File: src/design/fuzzy_subsequence_score_defines.svh
// assertion helpers shared by the scorer
`ifndef FUZZY_SUBSEQUENCE_SCORE_DEFINES_SVH
`define FUZZY_SUBSEQUENCE_SCORE_DEFINES_SVH

// invariant that holds on every clock edge out of reset
`define FSS_ASSERT_ALWAYS(label, expr, msg) \
  label: assert property (@(posedge clk) disable iff (rst) (expr)) else $error(msg);

// condition implies consequence in the same cycle
`define FSS_ASSERT_IMPLY(label, cond, cons, msg) \
  label: assert property (@(posedge clk) disable iff (rst) (cond) |-> (cons)) else $error(msg);

`endif

File: src/design/fss_pkg.sv
package fss_pkg;

  localparam int MAX_NEEDLE_DEF   = 64;
  localparam int PREFIX_SCALE_DEF = 2;

  localparam int CH_W       = 21;
  localparam int BONUS_W    = 8;
  localparam int START_W    = 16;
  localparam int SCORE_W    = 16;
  localparam int TRACK_W    = 24;
  localparam int GAIN0_W    = 12;
  localparam int GAIN_W     = 9;
  localparam int CFG_IDX_W  = 3;
  localparam int CFG_DATA_W = 8;

  localparam logic [TRACK_W-1:0] TRACK_MAX = 24'hFFFFFF;
  localparam logic [SCORE_W-1:0] SCORE_MAX = 16'hFFFF;

  typedef enum logic [CFG_IDX_W-1:0] {
    REG_MATCH_SCORE      = 3'd0,
    REG_GAP_START        = 3'd1,
    REG_GAP_EXTEND       = 3'd2,
    REG_CONSEC_BONUS     = 3'd3,
    REG_FIRST_MULT       = 3'd4,
    REG_MAX_PREFIX_BONUS = 3'd5,
    REG_PREFER_PREFIX    = 3'd6
  } cfg_reg_t;

  typedef enum logic {
    OP_NEEDLE = 1'b0,
    OP_COLUMN = 1'b1
  } op_t;

  // per-cycle control broadcast to every cell
  typedef struct packed {
    logic load;
    logic restart;
    logic col;
    logic col_last;
  } cell_ctrl_t;

  // column data and gains shared by all cells
  typedef struct packed {
    logic [CH_W-1:0]    ch;
    logic [GAIN0_W-1:0] first_gain;
    logic [GAIN_W-1:0]  cons_gain;
    logic [GAIN_W-1:0]  gap_gain;
    logic [GAIN_W-1:0]  gap_open;
    logic [7:0]         gap_ext;
  } col_data_t;

  // end-of-window record handed to the result pipeline
  typedef struct packed {
    logic [TRACK_W-1:0] best;
    logic [START_W-1:0] start;
    logic               ovf;
  } res_item_t;

  typedef struct packed {
    logic [7:0] open_pen;
    logic [7:0] gap_extend;
    logic [7:0] max_prefix;
    logic       prefer;
  } prefix_cfg_t;

endpackage

File: src/design/fss_result.sv
module fss_result import fss_pkg::*; #(
  parameter int PREFIX_SCALE = PREFIX_SCALE_DEF
) (
  input  logic               clk,
  input  logic               rst,
  input  prefix_cfg_t        cfg,
  input  logic               item_valid,
  output logic               item_ready,
  input  res_item_t          item,
  output logic               out_valid,
  input  logic               out_ready,
  output logic               found,
  output logic [SCORE_W-1:0] score,
  output logic               needle_too_long
);

  localparam int RECIP_SHIFT = 20;
  localparam int PROD_W      = SCORE_W + RECIP_SHIFT + 1;
  localparam int BASE_W      = 8 + $clog2(PREFIX_SCALE) + 1;
  localparam logic [RECIP_SHIFT:0] RECIP =
    (RECIP_SHIFT+1)'((1 << RECIP_SHIFT) / PREFIX_SCALE);
  localparam logic [SCORE_W-1:0] SCALE16 = SCORE_W'(PREFIX_SCALE);

  logic v1, v2, v3, v4, v5, v6;
  logic adv1, adv2, adv3, adv4, adv5, adv6;

  res_item_t s1_item;

  logic               s2_found, s2_zero, s2_ovf;
  logic [SCORE_W-1:0] s2_s16;
  logic [TRACK_W-1:0] s2_ext_prod;

  logic               s3_found, s3_zero, s3_ovf;
  logic [SCORE_W-1:0] s3_s16, s3_raw;

  logic               s4_found, s4_zero, s4_ovf;
  logic [SCORE_W-1:0] s4_s16, s4_raw, s4_q0;

  logic               s5_found, s5_zero, s5_ovf;
  logic [SCORE_W-1:0] s5_s16, s5_q;

  logic [START_W-1:0] start_m1;
  logic [TRACK_W-1:0] ext_prod;
  logic [SCORE_W-1:0] ext;
  logic [BASE_W-1:0]  base_scaled;
  logic [BASE_W-1:0]  base;
  logic [SCORE_W-1:0] base16;
  logic [SCORE_W-1:0] raw;
  logic [PROD_W-1:0]  recip_prod;
  logic [SCORE_W-1:0] qd;
  logic [SCORE_W-1:0] rem;
  logic [SCORE_W-1:0] q;
  logic [SCORE_W-1:0] pb;
  logic [SCORE_W:0]   sum;
  logic [SCORE_W-1:0] total;

  // bubble-collapsing ready chain
  always_comb begin
    adv6 = ~v6 | out_ready;
    adv5 = ~v5 | adv6;
    adv4 = ~v4 | adv5;
    adv3 = ~v3 | adv4;
    adv2 = ~v2 | adv3;
    adv1 = ~v1 | adv2;
    item_ready = adv1;
  end

  always_comb begin
    start_m1 = s1_item.start - START_W'(1);
    ext_prod = TRACK_W'(start_m1) * TRACK_W'(cfg.gap_extend);

    ext         = (s2_ext_prod > TRACK_W'(SCORE_MAX)) ? SCORE_MAX : s2_ext_prod[SCORE_W-1:0];
    base_scaled = BASE_W'(cfg.max_prefix) * BASE_W'(PREFIX_SCALE);
    base        = (base_scaled > BASE_W'(cfg.open_pen)) ?
                  base_scaled - BASE_W'(cfg.open_pen) : '0;
    base16      = SCORE_W'(base);
    raw         = (base16 > ext) ? base16 - ext : '0;

    // divide by the scale through a reciprocal, then one correction step
    recip_prod = PROD_W'(s3_raw) * PROD_W'(RECIP);

    qd  = s4_q0 * SCALE16;
    rem = s4_raw - qd;
    q   = (rem >= SCALE16) ? s4_q0 + SCORE_W'(1) : s4_q0;

    pb    = s5_zero ? SCORE_W'(cfg.max_prefix) : s5_q;
    sum   = {1'b0, s5_s16} + (cfg.prefer ? {1'b0, pb} : '0);
    total = sum[SCORE_W] ? SCORE_MAX : sum[SCORE_W-1:0];
  end

  always_ff @(posedge clk) begin
    if (rst) begin
      v1 <= 1'b0;
      v2 <= 1'b0;
      v3 <= 1'b0;
      v4 <= 1'b0;
      v5 <= 1'b0;
      v6 <= 1'b0;
    end else begin
      if (adv1) v1 <= item_valid;
      if (adv2) v2 <= v1;
      if (adv3) v3 <= v2;
      if (adv4) v4 <= v3;
      if (adv5) v5 <= v4;
      if (adv6) v6 <= v5;
    end
  end

  always_ff @(posedge clk) begin
    if (adv1) begin
      s1_item <= item;
    end
    if (adv2) begin
      s2_found    <= (s1_item.best != '0);
      s2_s16      <= s1_item.best[SCORE_W-1:0] - SCORE_W'(1);
      s2_zero     <= (s1_item.start == '0);
      s2_ovf      <= s1_item.ovf;
      s2_ext_prod <= ext_prod;
    end
    if (adv3) begin
      s3_found <= s2_found;
      s3_s16   <= s2_s16;
      s3_zero  <= s2_zero;
      s3_ovf   <= s2_ovf;
      s3_raw   <= raw;
    end
    if (adv4) begin
      s4_found <= s3_found;
      s4_s16   <= s3_s16;
      s4_zero  <= s3_zero;
      s4_ovf   <= s3_ovf;
      s4_raw   <= s3_raw;
      s4_q0    <= recip_prod[RECIP_SHIFT +: SCORE_W];
    end
    if (adv5) begin
      s5_found <= s4_found;
      s5_s16   <= s4_s16;
      s5_zero  <= s4_zero;
      s5_ovf   <= s4_ovf;
      s5_q     <= q;
    end
    if (adv6) begin
      found           <= s5_found;
      score           <= s5_found ? total : '0;
      needle_too_long <= s5_ovf;
    end
  end

  assign out_valid = v6;

endmodule

File: config.mk
export PLATFORM = sky130hd
export DESIGN_NAME = fss_result
export DESIGN_NICKNAME = d
export VERILOG_FILES = /design/src/design/fuzzy_subsequence_score_defines.svh /design/src/design/fss_pkg.sv /design/src/design/fss_result.sv
export SDC_FILE = /design/constraint.sdc
export NUM_CORES = 1
export LEC_CHECK = 0
export ABC_AREA = 0
export BUFFER_PORTS_ARGS = -buffer_cell sky130_fd_sc_hd__buf_2
export CAP_MARGIN = 15
export CORE_MARGIN = 2
export CORE_UTILIZATION = 43
export CTS_CLUSTER_DIAMETER = 60
export DETAILED_ROUTE_END_ITERATION = 6
export GPL_TIMING_DRIVEN = 0
export PLACE_DENSITY = 0.59
export SLEW_MARGIN = 25
export SYNTH_ARGS = -nofsm -noshare
export SYNTH_HDL_FRONTEND = slang
export SYNTH_SLANG_ARGS = --single-unit
File: constraint.sdc
create_clock -name clk -period 9.33 [get_ports clk]
set_clock_uncertainty 0.1 [all_clocks]
set_input_delay 1.866 -clock clk [delete_from_list [all_inputs] [get_ports clk]]
set_output_delay 1.866 -clock clk [all_outputs]
set_load 0.02 [all_outputs]
* Word level (Yosys, flattened, before mapping) *
Cells that the tools add are included.

cells by class
  $add $sub $neg = 7
  bitwise operators = 12
  reductions and logical operators = 2
  $lt $le $gt $ge = 4
  multipliers = 1
  multiplexer cells = 6

operator list
  kind                                                                               count
  16-bit two-way mux                                                                 4
  16-bit by 1-bit subtractor with 16-bit output, second input constant               2
  24-bit by 16-bit greater-than comparator with 1-bit output, second input constant  1
  16-bit by 8-bit multiplier with 24-bit output                                      1
  24-bit nonzero test                                                                1
  16-bit by 16-bit adder with 17-bit output                                          1
  15-bit by 1-bit adder with 16-bit output, second input constant                    1
  16-bit by 2-bit >= comparator with 1-bit output, second input constant             1
  10-bit by 16-bit greater-than comparator with 1-bit output                         1
  16-bit logical NOT                                                                 1
  10-bit by 16-bit subtractor with 16-bit output                                     1
  16-bit subtractor                                                                  1
  15-bit two-way mux                                                                 1
  10-bit two-way mux                                                                 1
  9-bit by 8-bit subtractor with 10-bit output                                       1
  9-bit by 8-bit greater-than comparator with 1-bit output                           1
  1-bit NOT                                                                          6
  1-bit bitwise OR                                                                   6

word-level totals
  logic and storage cells = 66
  bits of input ports = 70
  output and inout port bits = 20
  register bits after elaboration = 228

* Depth between registers and ports, before layout *
  word-level depth = 7
  mapped depth = 24

* Worst setup path before layout *
Ideal clock, no wire load.

  path kind = input to register
  start = input cfg[13] (netlist name)
  end = register s2_ext_prod[23], data pin
  setup slack = 2.886 ns
  required time = 8.965 ns
  stages on the path = 17
  path buffers = 1
  arrival time = 6.078 ns
  path through = clkbuf_1 -> nand2_1 -> fa_1 -> inv_1 -> fa_1 -> fa_1 -> inv_1 -> fa_1 -> inv_1 -> ha_1 -> a21oi_1 -> nor3b_1 -> o2bb2ai_1 -> a21oi_1 -> a221o_1 -> a221oi_1 -> xnor2_1

between the ends
  cells in the longest elaborated chain, start to end = 1

ends and longest elaborated chain
  element                                        RTL line           source
  from (decl)                                    fss_result.sv:6    input prefix_cfg_t cfg,
  16-bit by 8-bit multiplier with 24-bit output  fss_result.sv:70   ext_prod = TRACK_W'(start_m1) * TRACK_W'(cfg.gap_extend);
  via ext_prod[23]                               fss_result.sv:43   logic [TRACK_W-1:0] ext_prod;
  to (signal assigned)                           fss_result.sv:118  s2_ext_prod <= ext_prod;
  to (decl)                                      fss_result.sv:31   logic [TRACK_W-1:0] s2_ext_prod;

The timed path passes the listed nets, and every way through them passes these cells.
A chain may end at the register's enable or synchronous reset.

* Final worst setup path *
  start = register s1_item[1] (netlist name)
  end = register s2_ext_prod[23], data pin

between the ends
  cells in the longest elaborated chain, start to end = 2

ends and longest elaborated chain
  element                                        RTL line           source
  from (decl)                                    fss_result.sv:27   res_item_t s1_item;
  from (signal assigned)                         fss_result.sv:111  s1_item <= item;
  16-bit by 1-bit subtractor with 16-bit output  fss_result.sv:69   start_m1 = s1_item.start - START_W'(1);
  16-bit by 8-bit multiplier with 24-bit output  fss_result.sv:70
  via ext_prod[23]                               fss_result.sv:43

The timed path passes the listed nets, and every way through them passes these cells.

==> flow_summary.json <==
{
  "fin_ws_ns": 2.265,
  "design_area_um2": 14620,
  "cp.arrival_ns": 7.22,
  "fin_util_pct": 49.45,
  "start_util_pct": 43.62,
  "numCtsBuffers": 24,
  "synth_top_area_cell": "edfxtp_1",
  "seq_area_frac_synth_pct": 48.44,
  "slew_violations": 0,
  "postSynthCellCount": 1060,
  "fin_crit_sh_pct": 75.72,
  "grt_max_degree": 44,
  "rr_endpoint": "s2_ext_prod[23]",
  "cts_tree": "yes",
  "relSlewSlack_pct": 40.49,
  "crit_path_top_delay_cell": "xnor2_1",
  "synth_common_cells": "edfxtp_1 (204), inv_1 (135), fa_1 (87), ha_1 (80), nor2b_1 (74)",
  "rsz0062_at_grt": "no",
  "clock_path_buffers": 3,
  "max_freq_mhz": 141.6,
  "place_ws_ns": 2.117,
  "vdd_drop_max_mv": 0.1411,
  "grt_overflow": 0,
  "worst_slew_pin_slew_ns": 0.8863,
  "crit_path_cell_trace": "buf_6 -> inv_1 -> ha_1 -> nand2_1 -> or2_2 -> nor4_1 -> nand2_1 -> xnor2_1 -> nand2_1 -> fa_1 -> inv_1 -> fa_1 -> fa_1 -> inv_1 -> fa_1 -> inv_1 -> ha_1 -> a21oi_1 -> nor3b_1 -> o2bb2ai_1 -> a21oi_1 -> a221o_1 -> a221oi_1 -> xnor2_1",
  "nFillCells": 2654,
  "numClockSinks": 210,
  "setup_violations": 0,
  "crit_start": "s1_item[1]",
  "placementRows": 63,
  "cts_max_level": 1,
  "critical_path.endpoint_type": "register",
  "insertion_delay_ns": 0.53,
  "drt_wl_total_um": 23260,
  "dp.cells": 1543,
  "fp.dieH_um": 177.2,
  "synth_area_leaders": "edfxtp_1 (48%), fa_1 (14%), ha_1 (7.8%), inv_1 (3.9%), nor2b_1 (3.6%)",
  "power.density_nw_per_um2": 219.5,
  "start_kind": "register",
  "drv_cap": 0,
  "synthesis.area_um2": 12890,
  "ant_nets": 0,
  "status": "complete, no violations",
  "post_cts_buffers": 0,
  "area_growth_pct": 13.37,
  "drt_iter0_markers": 399,
  "crit_end": "s2_ext_prod[23]",
  "dr_total_vias": 7716,
  "viasPerCell": 4.868,
  "dpl_cell_area_um2": 13880,
  "synth.distinct_cells": 58,
  "reg2regPathDepth": 24,
  "path_max_fanout": 10,
  "period_minus_slack_ns": 7.065,
  "design.core.area_um2": 29560,
  "synth_warnings": 0,
  "num_antenna_cells": 0,
  "cts.hold.buffers_added": 0,
  "post_drt_wl_per_cell_um": 14.67,
  "io_buffers": 89,
  "cts_root_buf": "clkbuf_16",
  "r2r_slack_ns": 2.27,
  "nets": 1416,
  "synth_edf_count": 204,
  "crit_cells": 24,
  "syn_avg_cell_area_um2": 12.16,
  "leakagePower_uw": 0.006363,
  "antenna_found_initial": 0,
  "cp_slowest_stage_delay_ns": 0.58,
  "path_buf_inv": 5,
  "fin_setup_tns_ns": 0,
  "dp_hpwl_um": 18120,
  "instances_no_fill": 1585,
  "io_pins": 90,
  "grt_pass1_vias": 8026,
  "yosys.cell_count.top_type": "edfxtp_1",
  "dieWidth_um": 177.2,
  "r2r-start": "s1_item[1]",
  "ys_seq_elements": 210,
  "die_area_um2": 31390,
  "drive_above_1_share_pct": 12.30,
  "worstPathRequired_ns": 9.48,
  "dr.pass1.iters": 4,
  "synth_top_area_share_pct": 47.51,
  "register_area_um2": 6246,
  "place_congestion": 0.8394,
  "grt_use_total_pct": 15.59,
  "clkTransAtPathRegs_ns": 0.06,
  "synthArstFlopShare_pct": 0,
  "cp_top_family": "adder cells",
  "min_path_type": "reg2reg",
  "cts_resized": 0,
  "grt_pass1_wl_um": 39010,
  "crit_type": "reg2reg",
  "hold_violations": 0,
  "ys.flop_type": "edfxtp_1",
  "multiInputGateArea_um2": 6108,
  "drc": 0
}
## where the power goes
group	switching [µW]	internal, µW	total [µW]
Sequential	26.9	1180	1200
Combinational	649	484	1130
Clock	369	503	873
## kinds of logic after synthesis
logic type | Yosys count | share of synthesized area (%)
DFF | 210 | 48.44
buffers and inverters | 149 | 4.406
adders and majority gates | 167 | 21.27
muxes | 9 | 0.7084
AOI/OAI and AO/OA | 143 | 7.589
xor gates and xnor gates | 70 | 4.813
and+or+nand+nor | 311 | 12.74
other | 1 | 0.02908
## stage by stage
| step | total power, µW | hold slack, ns |
|---|---|---|
| floorplan | 2087 | 0.3003 |
| global placement | 2360 | 0.3017 |
| detailed placement | 2373 | 0.3045 |
| CTS | 3256 | 0.3065 |
| global route | 3453 | 0.3137 |
| finish | 3209 | 0.2965 |
## flip-flops by register name (all words and copies together) (netlist names), 15 cells and up
name / count
s1_item: 41
s2_ext_prod: 24
s2_s16: 16
s3_raw: 15
s3_s16: 16
s4_raw: 15
s4_s16: 16
s5_q: 15
s5_s16: 16
score: 16
## metal layers
layer  track usage, %  vias to the layer above  share of wire, %
met3            1.997                       41               3.8
met5                0                        -                 0
li1                 -                     3861                 -
met4            4.718                        0               2.9
met1            19.13                     3686                43
met2            28.50                      128                50
## final cells by class
cell class                 count  area share [%]
buffer                        14          0.4194
clock buffer                  26           4.160
clock inverter                16          0.9159
inverter                     135           3.467
multi-input combinational    704           41.79
sequential                   210           42.73
tap                          390           3.338
timing repair buffer          90           3.184
## layout by cell type (no fill, tap or decap), types with 18 or more instances in the layout
cell and instances:
ha_1 80, a21oi_1 34, a21o_1 23, nor2_1 67
xnor2_1 35, clkbuf_16 24, nand2_1 54, nor2b_1 74
xor2_1 34, and2_1 48, fa_1 87, o21ai_0 18
o21a_1 25, buf_2 90, edfxtp_1 204, inv_1 133
## worst min path at each step
| stage | from | endpoint | depth (start not counted) |
|---|---|---|---|
| 2_1_floorplan | s5_ovf | needle_too_long | 0 |
| 3_3_place_gp | s3_raw[10] | s4_raw[10] | 0 |
| 3_5_place_dp | s2_s16[9] | s3_s16[9] | 0 |
| 4_1_cts | s4_raw[15] | s5_q[14] | 0 |
| 5_1_grt | s2_s16[1] | s3_s16[1] | 0 |
| 6_report | s4_raw[15] | s5_q[14] | 0 |
Power figures use the tool's default switching activity.
