File: src/design/fuzzy_subsequence_score_defines.svh
// assertion helpers shared by the scorer
`ifndef FUZZY_SUBSEQUENCE_SCORE_DEFINES_SVH
`define FUZZY_SUBSEQUENCE_SCORE_DEFINES_SVH

// invariant that holds on every clock edge out of reset
`define FSS_ASSERT_ALWAYS(label, expr, msg) \
  label: assert property (@(posedge clk) disable iff (rst) (expr)) else $error(msg);

// condition implies consequence in the same cycle
`define FSS_ASSERT_IMPLY(label, cond, cons, msg) \
  label: assert property (@(posedge clk) disable iff (rst) (cond) |-> (cons)) else $error(msg);

`endif

File: src/design/fss_pkg.sv
package fss_pkg;

  localparam int MAX_NEEDLE_DEF   = 64;
  localparam int PREFIX_SCALE_DEF = 2;

  localparam int CH_W       = 21;
  localparam int BONUS_W    = 8;
  localparam int START_W    = 16;
  localparam int SCORE_W    = 16;
  localparam int TRACK_W    = 24;
  localparam int GAIN0_W    = 12;
  localparam int GAIN_W     = 9;
  localparam int CFG_IDX_W  = 3;
  localparam int CFG_DATA_W = 8;

  localparam logic [TRACK_W-1:0] TRACK_MAX = 24'hFFFFFF;
  localparam logic [SCORE_W-1:0] SCORE_MAX = 16'hFFFF;

  typedef enum logic [CFG_IDX_W-1:0] {
    REG_MATCH_SCORE      = 3'd0,
    REG_GAP_START        = 3'd1,
    REG_GAP_EXTEND       = 3'd2,
    REG_CONSEC_BONUS     = 3'd3,
    REG_FIRST_MULT       = 3'd4,
    REG_MAX_PREFIX_BONUS = 3'd5,
    REG_PREFER_PREFIX    = 3'd6
  } cfg_reg_t;

  typedef enum logic {
    OP_NEEDLE = 1'b0,
    OP_COLUMN = 1'b1
  } op_t;

  // per-cycle control broadcast to every cell
  typedef struct packed {
    logic load;
    logic restart;
    logic col;
    logic col_last;
  } cell_ctrl_t;

  // column data and gains shared by all cells
  typedef struct packed {
    logic [CH_W-1:0]    ch;
    logic [GAIN0_W-1:0] first_gain;
    logic [GAIN_W-1:0]  cons_gain;
    logic [GAIN_W-1:0]  gap_gain;
    logic [GAIN_W-1:0]  gap_open;
    logic [7:0]         gap_ext;
  } col_data_t;

  // end-of-window record handed to the result pipeline
  typedef struct packed {
    logic [TRACK_W-1:0] best;
    logic [START_W-1:0] start;
    logic               ovf;
  } res_item_t;

  typedef struct packed {
    logic [7:0] open_pen;
    logic [7:0] gap_extend;
    logic [7:0] max_prefix;
    logic       prefer;
  } prefix_cfg_t;

endpackage

File: src/design/fss_cell.sv
module fss_cell import fss_pkg::*; (
  input  logic               clk,
  input  logic               rst,
  input  cell_ctrl_t         ctrl,
  input  col_data_t          col,
  input  logic               head,
  input  logic [TRACK_W-1:0] up_match,
  input  logic               up_active,
  input  logic               dn_active,
  output logic [TRACK_W-1:0] match,
  output logic               active,
  output logic [TRACK_W-1:0] fin
);

  logic [CH_W-1:0]    needle_ch;
  logic [TRACK_W-1:0] gap;

  logic               we;
  logic               eq;
  logic               last_row;
  logic [TRACK_W:0]   cand_cons;
  logic [TRACK_W:0]   cand_gap;
  logic [TRACK_W:0]   nh_wide;
  logic [TRACK_W-1:0] nh;
  logic [TRACK_W-1:0] nc_open;
  logic [TRACK_W-1:0] nc_ext;
  logic [TRACK_W-1:0] nc;

  always_comb begin
    // write slot is the first empty cell, or cell 0 when a new needle starts
    we = ctrl.load & (ctrl.restart ? head : (~active & up_active));
    eq = (col.ch == needle_ch);

    cand_cons = (eq && up_match != '0) ?
                {1'b0, up_match} + (TRACK_W+1)'(col.cons_gain) : '0;
    cand_gap  = (eq && gap != '0) ?
                {1'b0, gap} + (TRACK_W+1)'(col.gap_gain) : '0;

    if (head) begin
      nh_wide = eq ? (TRACK_W+1)'(col.first_gain) : '0;
    end else begin
      nh_wide = (cand_cons > cand_gap) ? cand_cons : cand_gap;
    end
    nh = nh_wide[TRACK_W] ? TRACK_MAX : nh_wide[TRACK_W-1:0];

    nc_open = (up_match > TRACK_W'(col.gap_open)) ?
              up_match - TRACK_W'(col.gap_open) : '0;
    nc_ext  = (gap > TRACK_W'(col.gap_ext)) ? gap - TRACK_W'(col.gap_ext) : '0;
    if (head) begin
      nc = '0;
    end else begin
      nc = (nc_ext > nc_open) ? nc_ext : nc_open;
    end

    last_row = active & ~dn_active;
    fin      = (ctrl.col && last_row) ? nh : '0;
  end

  always_ff @(posedge clk) begin
    if (rst) begin
      active <= 1'b0;
      match  <= '0;
      gap    <= '0;
    end else if (ctrl.load) begin
      active <= ctrl.restart ? head : (active | we);
      match  <= '0;
      gap    <= '0;
    end else if (ctrl.col) begin
      if (ctrl.col_last || !active) begin
        match <= '0;
        gap   <= '0;
      end else begin
        match <= nh;
        gap   <= nc;
      end
    end
  end

  always_ff @(posedge clk) begin
    if (we) begin
      needle_ch <= col.ch;
    end
  end

endmodule

File: config.mk
export PLATFORM = sky130hd
export DESIGN_NAME = fss_cell
export DESIGN_NICKNAME = d
export VERILOG_FILES = /design/src/design/fuzzy_subsequence_score_defines.svh /design/src/design/fss_pkg.sv /design/src/design/fss_cell.sv
export SDC_FILE = /design/constraint.sdc
export NUM_CORES = 1
export LEC_CHECK = 0
export BUFFER_PORTS_ARGS = -buffer_cell sky130_fd_sc_hd__buf_2
export CAP_MARGIN = 20
export CORE_MARGIN = 3
export CORE_UTILIZATION = 40
export CTS_BUF_LIST = sky130_fd_sc_hd__clkbuf_16
export DETAILED_ROUTE_END_ITERATION = 8
export PLACE_DENSITY = 0.68
export SLEW_MARGIN = 20
export SYNTH_ARGS = -nofsm -noshare
export SYNTH_HDL_FRONTEND = slang
export SYNTH_SLANG_ARGS = --single-unit
File: constraint.sdc
create_clock -name clk -period 8.54 [get_ports clk]
set_clock_uncertainty 0.15 [all_clocks]
set_input_delay 0.854 -clock clk [delete_from_list [all_inputs] [get_ports clk]]
set_output_delay 0.854 -clock clk [all_outputs]
set_load 0.01 [all_outputs]
Word-level counts from Yosys, hierarchy flattened --
Index checks and enable logic that the tools add are counted. Widths: inputs -> output; s select.
Storage, ports and cells: output and inout port bits 49, input port bits 101, register bits 70, logic and storage cells 42
Cells by class: $add $sub $neg 4, equal/unequal tests 1, $lt $le $gt $ge 4, mux-type cells 15, reduce and logical (&&, ||, !) cells 8, bitwise operators 6
Operator list (number):
- $mux 24 | 8
- $mux 25 | 4
- $add 24x9->25 | 2
- $reduce_bool 24->1 | 2
- $gt 25x25->1 | 1
- $gt 24x24->1 | 1
- $gt 24x8->1 | 1
- $gt 24x9->1 | 1
- $sub 24x8->24 | 1
- $sub 24x9->24 | 1
- $eq 21x21->1 | 1
- $mux 12 | 1
- $and 1x1->1 | 3
- $logic_and 1x1->1 | 3
- $mux 1 | 2
- $not 1->1 | 2
- $reduce_or 2->1 | 1
- $logic_not 1->1 | 1
- $logic_or 1x1->1 | 1
- $or 1x1->1 | 1

Logic depth before layout (Yosys ltp) --
Gate-level depths: netlist of the first run.
depth in word-level cells 8, gate-level depth with buffers 21, mapped depth without buffers 20

Worst setup path after synthesis of the first run --
No wires, ideal clock.
path kind input to output, start input col[17] in the netlist's numbering, end output fin[7], slack 2799 ps, required time 7536 ps, cell stages on the path 20, buffers on the path 2, arrival time 4737 ps, cell sequence ha_1 -> inv_1 -> fa_1 -> nand2b_1 -> a21oi_1 -> o311a_1 -> o2111ai_1 -> xor2_1 -> nand2b_1 -> ha_1 -> and2_1 -> a221o_1 -> a22oi_1 -> and4bb_2 -> and2_1 -> buf_2 -> nor2_2 -> buf_4 -> o2111ai_1 -> nor3b_1
Between the ends: longest elaborated chain between the ends 7
RTL lines:
- start: declaration | line fss_cell.sv:5 | input col_data_t col,
- $add 24x9->25 * | line fss_cell.sv:37 | {1'b0, gap} + (TRACK_W+1)'(col.gap_gain) : '0;
- $mux 25 * | line fss_cell.sv:36 | cand_gap = (eq && gap != '0) ?
- $gt 25x25->1 | line fss_cell.sv:42 | nh_wide = (cand_cons > cand_gap) ? cand_cons : cand_gap;
- $mux 25 * | line fss_cell.sv:42
- $mux 25 * | line fss_cell.sv:39 | if (head) begin
- $mux 24 * | line fss_cell.sv:44 | nh = nh_wide[TRACK_W] ? TRACK_MAX : nh_wide[TRACK_W-1:0];
- $mux 24 * | line fss_cell.sv:56 | fin = (ctrl.col && last_row) ? nh : '0;
- end: declaration | line fss_cell.sv:12 | output logic [TRACK_W-1:0] fin
Every way passes the cells marked *; elsewhere a longest branch is shown, timed or not.

Worst setup path in the final report of the first run --
start input up_match[6], end output fin[19]
Between the ends: longest elaborated chain between the ends 8, elaborated cells on any way between the ends 9, those cells by class add/sub (1); order compare (1); mux (5); reduce/logical (2)
RTL lines:
- start: declaration | line fss_cell.sv:7 | input logic [TRACK_W-1:0] up_match,
- parallel branches: the longest is 2 deep, another holds $add 24x9->25
- $mux 25 * | line fss_cell.sv:34 | cand_cons = (eq && up_match != '0) ?
- $gt 25x25->1 | line fss_cell.sv:42
- $mux 25 * | line fss_cell.sv:42
- $mux 25 * | line fss_cell.sv:39
- $mux 24 * | line fss_cell.sv:44
- $mux 24 * | line fss_cell.sv:56
Mark *: on every way between the ends.

==> results of run 1 <==
-- routing by layer --
layer / share of wire, % / vias up / GRT usage (%)
met4: 3.4 / 0 / 9.52
met1: 45 / 3896 / 32.8
li1: - / 4141 / -
met3: 7.4 / 52 / 4.31
met2: 44 / 356 / 38.9
met5: 0 / - / 0
-- synth_stat cells, drive strengths merged, types with 20 or more instances --
master | number | area share [%]
nor2 | 115 | 5.4
nand2 | 96 | 4.4
ha | 84 | 13
a21oi | 60 | 3.8
inv | 53 | 2.4
o21ai | 51 | 3.3
dfxtp | 49 | 12
xnor2 | 48 | 5.1
xor2 | 47 | 5.0
nor3 | 43 | 2.7
clkbuf | 37 | 1.7
nand3 | 28 | 1.8
nor4 | 24 | 2.1
nand4 | 22 | 1.7
edfxtp | 21 | 7.7
mux2i | 20 | 2.4
o211ai | 20 | 1.9
-- path summary, 6_finish.rpt --
kind | from | to | cells after the start
max | up_match[6] | fin[19] | 18
min | match[13] | match[13] | 2
max reg2reg | gap[1] | match[19] | 17
min reg2reg | match[13] | match[13] | 2
-- kinds of logic after synthesis --
kind of cell             share of synthesized area, %
AO/OA/AOI/OAI                                    22.5
flip-flops                                       19.6
XOR/XNOR                                         10.1
buffers and inverters                            5.41
AND/OR/NAND/NOR                                  26.0
adder cells (fa/ha/maj)                          13.8
multiplexers                                     2.57
-- worst max-delay path, cell delays in order --
cell	delay, ns
buf_2	0.12
ha_1	0.37
a2111oi_0	0.48
o21ai_1	0.19
a41oi_2	0.51
nor3_1	0.13
xnor2_1	0.28
nor2_1	0.13
ha_1	0.35
nand4_1	0.18
nor3_1	0.36
and4_1	0.31
o31ai_2	0.12
and2_1	0.35
nor2_2	0.71
mux2_2	0.43
a21oi_1	0.17
buf_2	0.15
-- report_power, final --
group          internal (µW)  switching (µW)
clock network            231             176
logic                    104             156
registers                349            3.80
total                    684             336
-- final cells by class --
type                            instances  area share [%]
Multi-Input combinational cell        886            65.6
Clock inverter                          7           0.850
Sequential cell                        70            17.1
Clock buffer                            9            2.39
Timing Repair Buffer                  154            8.31
Tap cell                              265            3.52
Inverter                               53            2.11
Antenna cell                            3          0.0797
-- metrics by stage --
step | total power, µW | cell area (µm²)
floorplan | 532 | 8210
global placement | 614 | 9100
finish | 1020 | 9420
CTS | 1020 | 9410
detailed placement | 616 | 9100
global route | 1070 | 9420
-- flip-flops by register name, indices dropped and copies added (netlist names) --
signal and count:
needle_ch 21, match 24, active 1, gap 24
==> impl_metrics.env, run 1 <==
export IMPL_outcome="finished clean"
export IMPL_yosysSeqAreaShare_pct=19.6
export IMPL_cts_buffers_inserted=9
export IMPL_max_vdd_ir_drop_uv=66.5
export IMPL_maxCapViolCount=0
export IMPL_grt_pass1_wl_mm=43.2
export IMPL_grt_max_degree=48
export IMPL_synthDistinctLibCells=82
export IMPL_yosysWarnings=0
export IMPL_firstDrtPassIters=5
export IMPL_r2r_slack_ns=2.81
export IMPL_p_leak_uw=0.00406
export IMPL_crit_arrival_ns=6.22
export IMPL_critPathMaxFanout=16
export IMPL_cts_buffer_depth=2
export IMPL_hold_class="reg -> reg"
export IMPL_h_tree_depth=3
export IMPL_worst_slew_pin_slew_ns=1.05
export IMPL_netlist_instances=1065
export IMPL_core_um2=19800
export IMPL_boundaryPins=150
export IMPL_ys_flop_type="dfxtp_1"
export IMPL_maxSlewHeadroom_pct=29.5
export IMPL_clockRootBuffer="clkbuf_16"
export IMPL_final_antenna_net_count=0
export IMPL_worstPathRequired_ns=7.54
export IMPL_vias_per_cell=5.84
export IMPL_port_buffers=149
export IMPL_die_x_um=149
export IMPL_hold_viol=0
export IMPL_dp_hpwl_mm=22.0
export IMPL_clk_pin_slew_ns=0.06
export IMPL_syn_area_um2=8210
export IMPL_clkSinkCount=70
export IMPL_fmax_mhz=138
export IMPL_multi_input_area_um2=6180
export IMPL_finalSetupViolations=0
export IMPL_critPathLaunchType="input port"
export IMPL_drc=0
export IMPL_wl_mm=27.5
export IMPL_die_h_um=149
export IMPL_regArea_um2=1610
export IMPL_final_common_cell="buf_2"
export IMPL_cts_setup_buffers=0
export IMPL_vias=8445
export IMPL_drive_above_1_share_pct=17.5
export IMPL_final_util_pct=47.5
export IMPL_path_class="in -> out"
export IMPL_post_drt_wl_per_cell_um=19.0
export IMPL_grt_use_total_pct=24.4
export IMPL_cts_resized=0
export IMPL_synth_area_per_cell_um2=7.71
export IMPL_mostFrequentLayoutCells="149 x buf_2, 112 x nor2_1, 96 x nand2_1"
export IMPL_final_cells=1447
export IMPL_fin_nets=1363
export IMPL_fp_dieArea_um2=22300
export IMPL_grt_pass1_vias=8030
export IMPL_setup_slack_ns=1.32
export IMPL_grt_antenna_before_repair=3
export IMPL_fill_cells=2003
export IMPL_ys_seq_elements=70
export IMPL_start_util_pct=41.4
export IMPL_synthesis_nets=1254
export IMPL_dpl_cell_count=1428
export IMPL_globalplace_congestion=0.963
export IMPL_async_flop_share_pct=0
export IMPL_pre_cts_slack_ns=1.47
export IMPL_synth_edf_count=21
export IMPL_area_delta_synth_final_pct=14.7
export IMPL_cts_tree="built"
export IMPL_cellPowerDensity_nw_per_um2=108
export IMPL_whs_ns=0.302
export IMPL_cts_hold_buf=0
export IMPL_fin_crit_sh_pct=84.6
export IMPL_drt_iter0_drc=540
export IMPL_clock_latency_ns=0.35
export IMPL_tns_ns=0
export IMPL_rsz0062_at_grt="false"
export IMPL_drv_slew=0
export IMPL_crit_path_end_kind="primary output"
export IMPL_overflow=0
export IMPL_fin_crit_ns=7.22
export IMPL_rows=51
No activity file was read; power rests on OpenSTA's default activity.
==> inputs of run 2 (changes only) <==
==> constraint.sdc (replaced) <==
create_clock -name clk -period 7.3 [get_ports clk]
set_clock_uncertainty 0.15 [all_clocks]
set_input_delay 0.73 -clock clk [delete_from_list [all_inputs] [get_ports clk]]
set_output_delay 0.73 -clock clk [all_outputs]
set_load 0.01 [all_outputs]
==> run 2 against run 1 <==
Final area up 0.53%; register-to-register slack worse by 1.0 ns; utilization is 0.25 points higher; via count increased by 0.59%; largest cell class unchanged; largest power group unchanged.
==> impl_metrics.env, run 2 (same netlist as run 1, synthesis figures left out) <==
export IMPL_fin_crit_ns=6.58
export IMPL_firstDrtPassIters=5
export IMPL_tns_ns=0
export IMPL_clkSinkCount=70
export IMPL_mostFrequentLayoutCells="149 x buf_2, 112 x nor2_1, 96 x nand2_1"
export IMPL_maxCapViolCount=0
export IMPL_port_buffers=149
export IMPL_grt_use_total_pct=24.1
export IMPL_h_tree_depth=3
export IMPL_grt_antenna_before_repair=2
export IMPL_vias=8495
export IMPL_hold_start="match[4]"
export IMPL_drc=0
export IMPL_max_stage_delay_ns=0.62
export IMPL_overflow=0
export IMPL_crit_path_end_kind="primary output"
export IMPL_boundaryPins=150
export IMPL_cts_setup_buffers=0
export IMPL_r2r_start="gap[1]"
export IMPL_grt_pass1_wl_mm=42.7
export IMPL_cts_buffers_inserted=9
export IMPL_max_vdd_ir_drop_uv=77.9
export IMPL_hold_viol=0
export IMPL_setup_slack_ns=0.723
export IMPL_finalSetupViolations=0
export IMPL_rows=51
export IMPL_crit_family="simple AND/OR/NAND/NOR gates"
export IMPL_clock_latency_ns=0.35
export IMPL_drive_above_1_share_pct=17.7
export IMPL_cts_tree="built"
export IMPL_grt_pass1_vias=7899
export IMPL_rr_worst_depth=18
export IMPL_rsz0062_at_grt="false"
export IMPL_r2r_slack_ns=1.78
export IMPL_grt_max_degree=48
export IMPL_clk_pin_slew_ns=0.07
export IMPL_pre_cts_slack_ns=0.830
export IMPL_area_delta_synth_final_pct=15.3
export IMPL_drv_slew=0
export IMPL_fin_crit_sh_pct=90.1
export IMPL_path_buf_inv=3
export IMPL_dp_hpwl_mm=22.0
export IMPL_maxSlewHeadroom_pct=28.8
export IMPL_cts_resized=0
export IMPL_die_h_um=149
export IMPL_core_um2=19800
export IMPL_drt_iter0_drc=576
export IMPL_fmax_mhz=152
export IMPL_post_drt_wl_per_cell_um=18.8
export IMPL_die_x_um=149
export IMPL_worst_slew_pin_slew_ns=1.06
export IMPL_crit_arrival_ns=5.70
export IMPL_crit_chain="ha_1 -> inv_1 -> fa_1 -> nand2b_1 -> a21oi_1 -> o311a_1 -> o211ai_1 -> xor2_1 -> nor2_1 -> inv_1 -> ha_1 -> nand4_1 -> nor3_1 -> and4_1 -> o31ai_2 -> and2_1 -> nor2_2 -> mux2_2 -> a21oi_1 -> buf_2"
export IMPL_start_util_pct=41.4
export IMPL_cts_buffer_depth=2
export IMPL_outcome="finished clean"
export IMPL_fp_dieArea_um2=22300
export IMPL_worstPathRequired_ns=6.42
export IMPL_min_path_cells=2
export IMPL_critPathMaxFanout=15
export IMPL_hold_end="match[4]"
export IMPL_fin_nets=1367
export IMPL_p_leak_uw=0.00409
export IMPL_wl_mm=27.3
export IMPL_final_antenna_net_count=0
export IMPL_hold_class="reg -> reg"
export IMPL_clockRootBuffer="clkbuf_16"
export IMPL_final_common_cell="buf_2"
export IMPL_critPathLaunchType="flop"
export IMPL_crit_slowest_cell="nor2_2"
export IMPL_globalplace_congestion=0.972
export IMPL_path_class="reg -> out"
export IMPL_vias_per_cell=5.86
export IMPL_r2r_end="gap[18]"
export IMPL_cellPowerDensity_nw_per_um2=127
export IMPL_reg_top3="gap (24), match (24), needle_ch (21)"
export IMPL_cts_hold_buf=0
-- run 2: changes by cell type in the layout (fill, tap and decap cells not counted), sizes merged --
cell,delta
buf,+4
inv,-2
diode,-1
clkinvlp,-1
clkinv,+2
bufinv,+1
-- run 2: metrics by stage --
stage / cell area [µm²] / utilization [%] / hold WS, ns / std cells / total power, µW
finish: 9470 / 47.7 / 0.294 / 1450 / 1200
global route: 9470 / 47.7 / 0.327 / 1450 / 1260
CTS: 9460 / 47.7 / 0.298 / 1448 / 1210
detailed placement: 9140 / 46.1 / 0.284 / 1432 / 721
global placement: 9140 / 46.1 / 0.278 / 1432 / 719
floorplan: 8210 / - / 0.320 / 1065 / 623
-- run 2: power breakdown --
group / total [µW] / switching, µW / internal, µW
sequential: 413 / 4.43 / 408
clock: 486 / 188 / 298
combinational: 306 / 183 / 122
total: 1200 / 376 / 828
-- run 2: area by class of cell --
| class | instances | area, µm² |
|---|---|---|
| inverters | 53 | 199 |
| well taps | 265 | 332 |
| multi-input cells | 886 | 6180 |
| flip-flops and latches | 70 | 1610 |
| clock buffers | 9 | 225 |
| diodes | 2 | 5.00 |
| clock inverters | 7 | 90.1 |
| repair buffers | 158 | 826 |
| fillers | 2015 | 10400 |
-- run 2: worst max-delay path by stage --
stage / endpoint / depth (start not counted) / start
6_report: fin[19] / 20 / gap[0]
5_1_grt: fin[19] / 20 / up_match[0]
4_1_cts: fin[19] / 20 / gap[0]
2_1_floorplan: fin[7] / 20 / col[17]
3_3_place_gp: fin[19] / 20 / up_match[0]
3_5_place_dp: fin[19] / 20 / up_match[0]
-- run 2: worst min-delay path, delay by kind of cell (launching register included) --
kind | cells | cell delay, ns
AO/OA/AOI/OAI | 1 | 0.05
AND/OR/NAND/NOR | 1 | 0.05
flip-flops | 1 | 0.32
-- run 2: metal layers --
layer,global-route usage [%],share of wire [%],up-vias
li1,-,-,4141
met1,32.8,46,3984
met2,38.5,45,325
met3,3.71,6.4,45
met4,9.43,3.1,0
met5,0,0,-
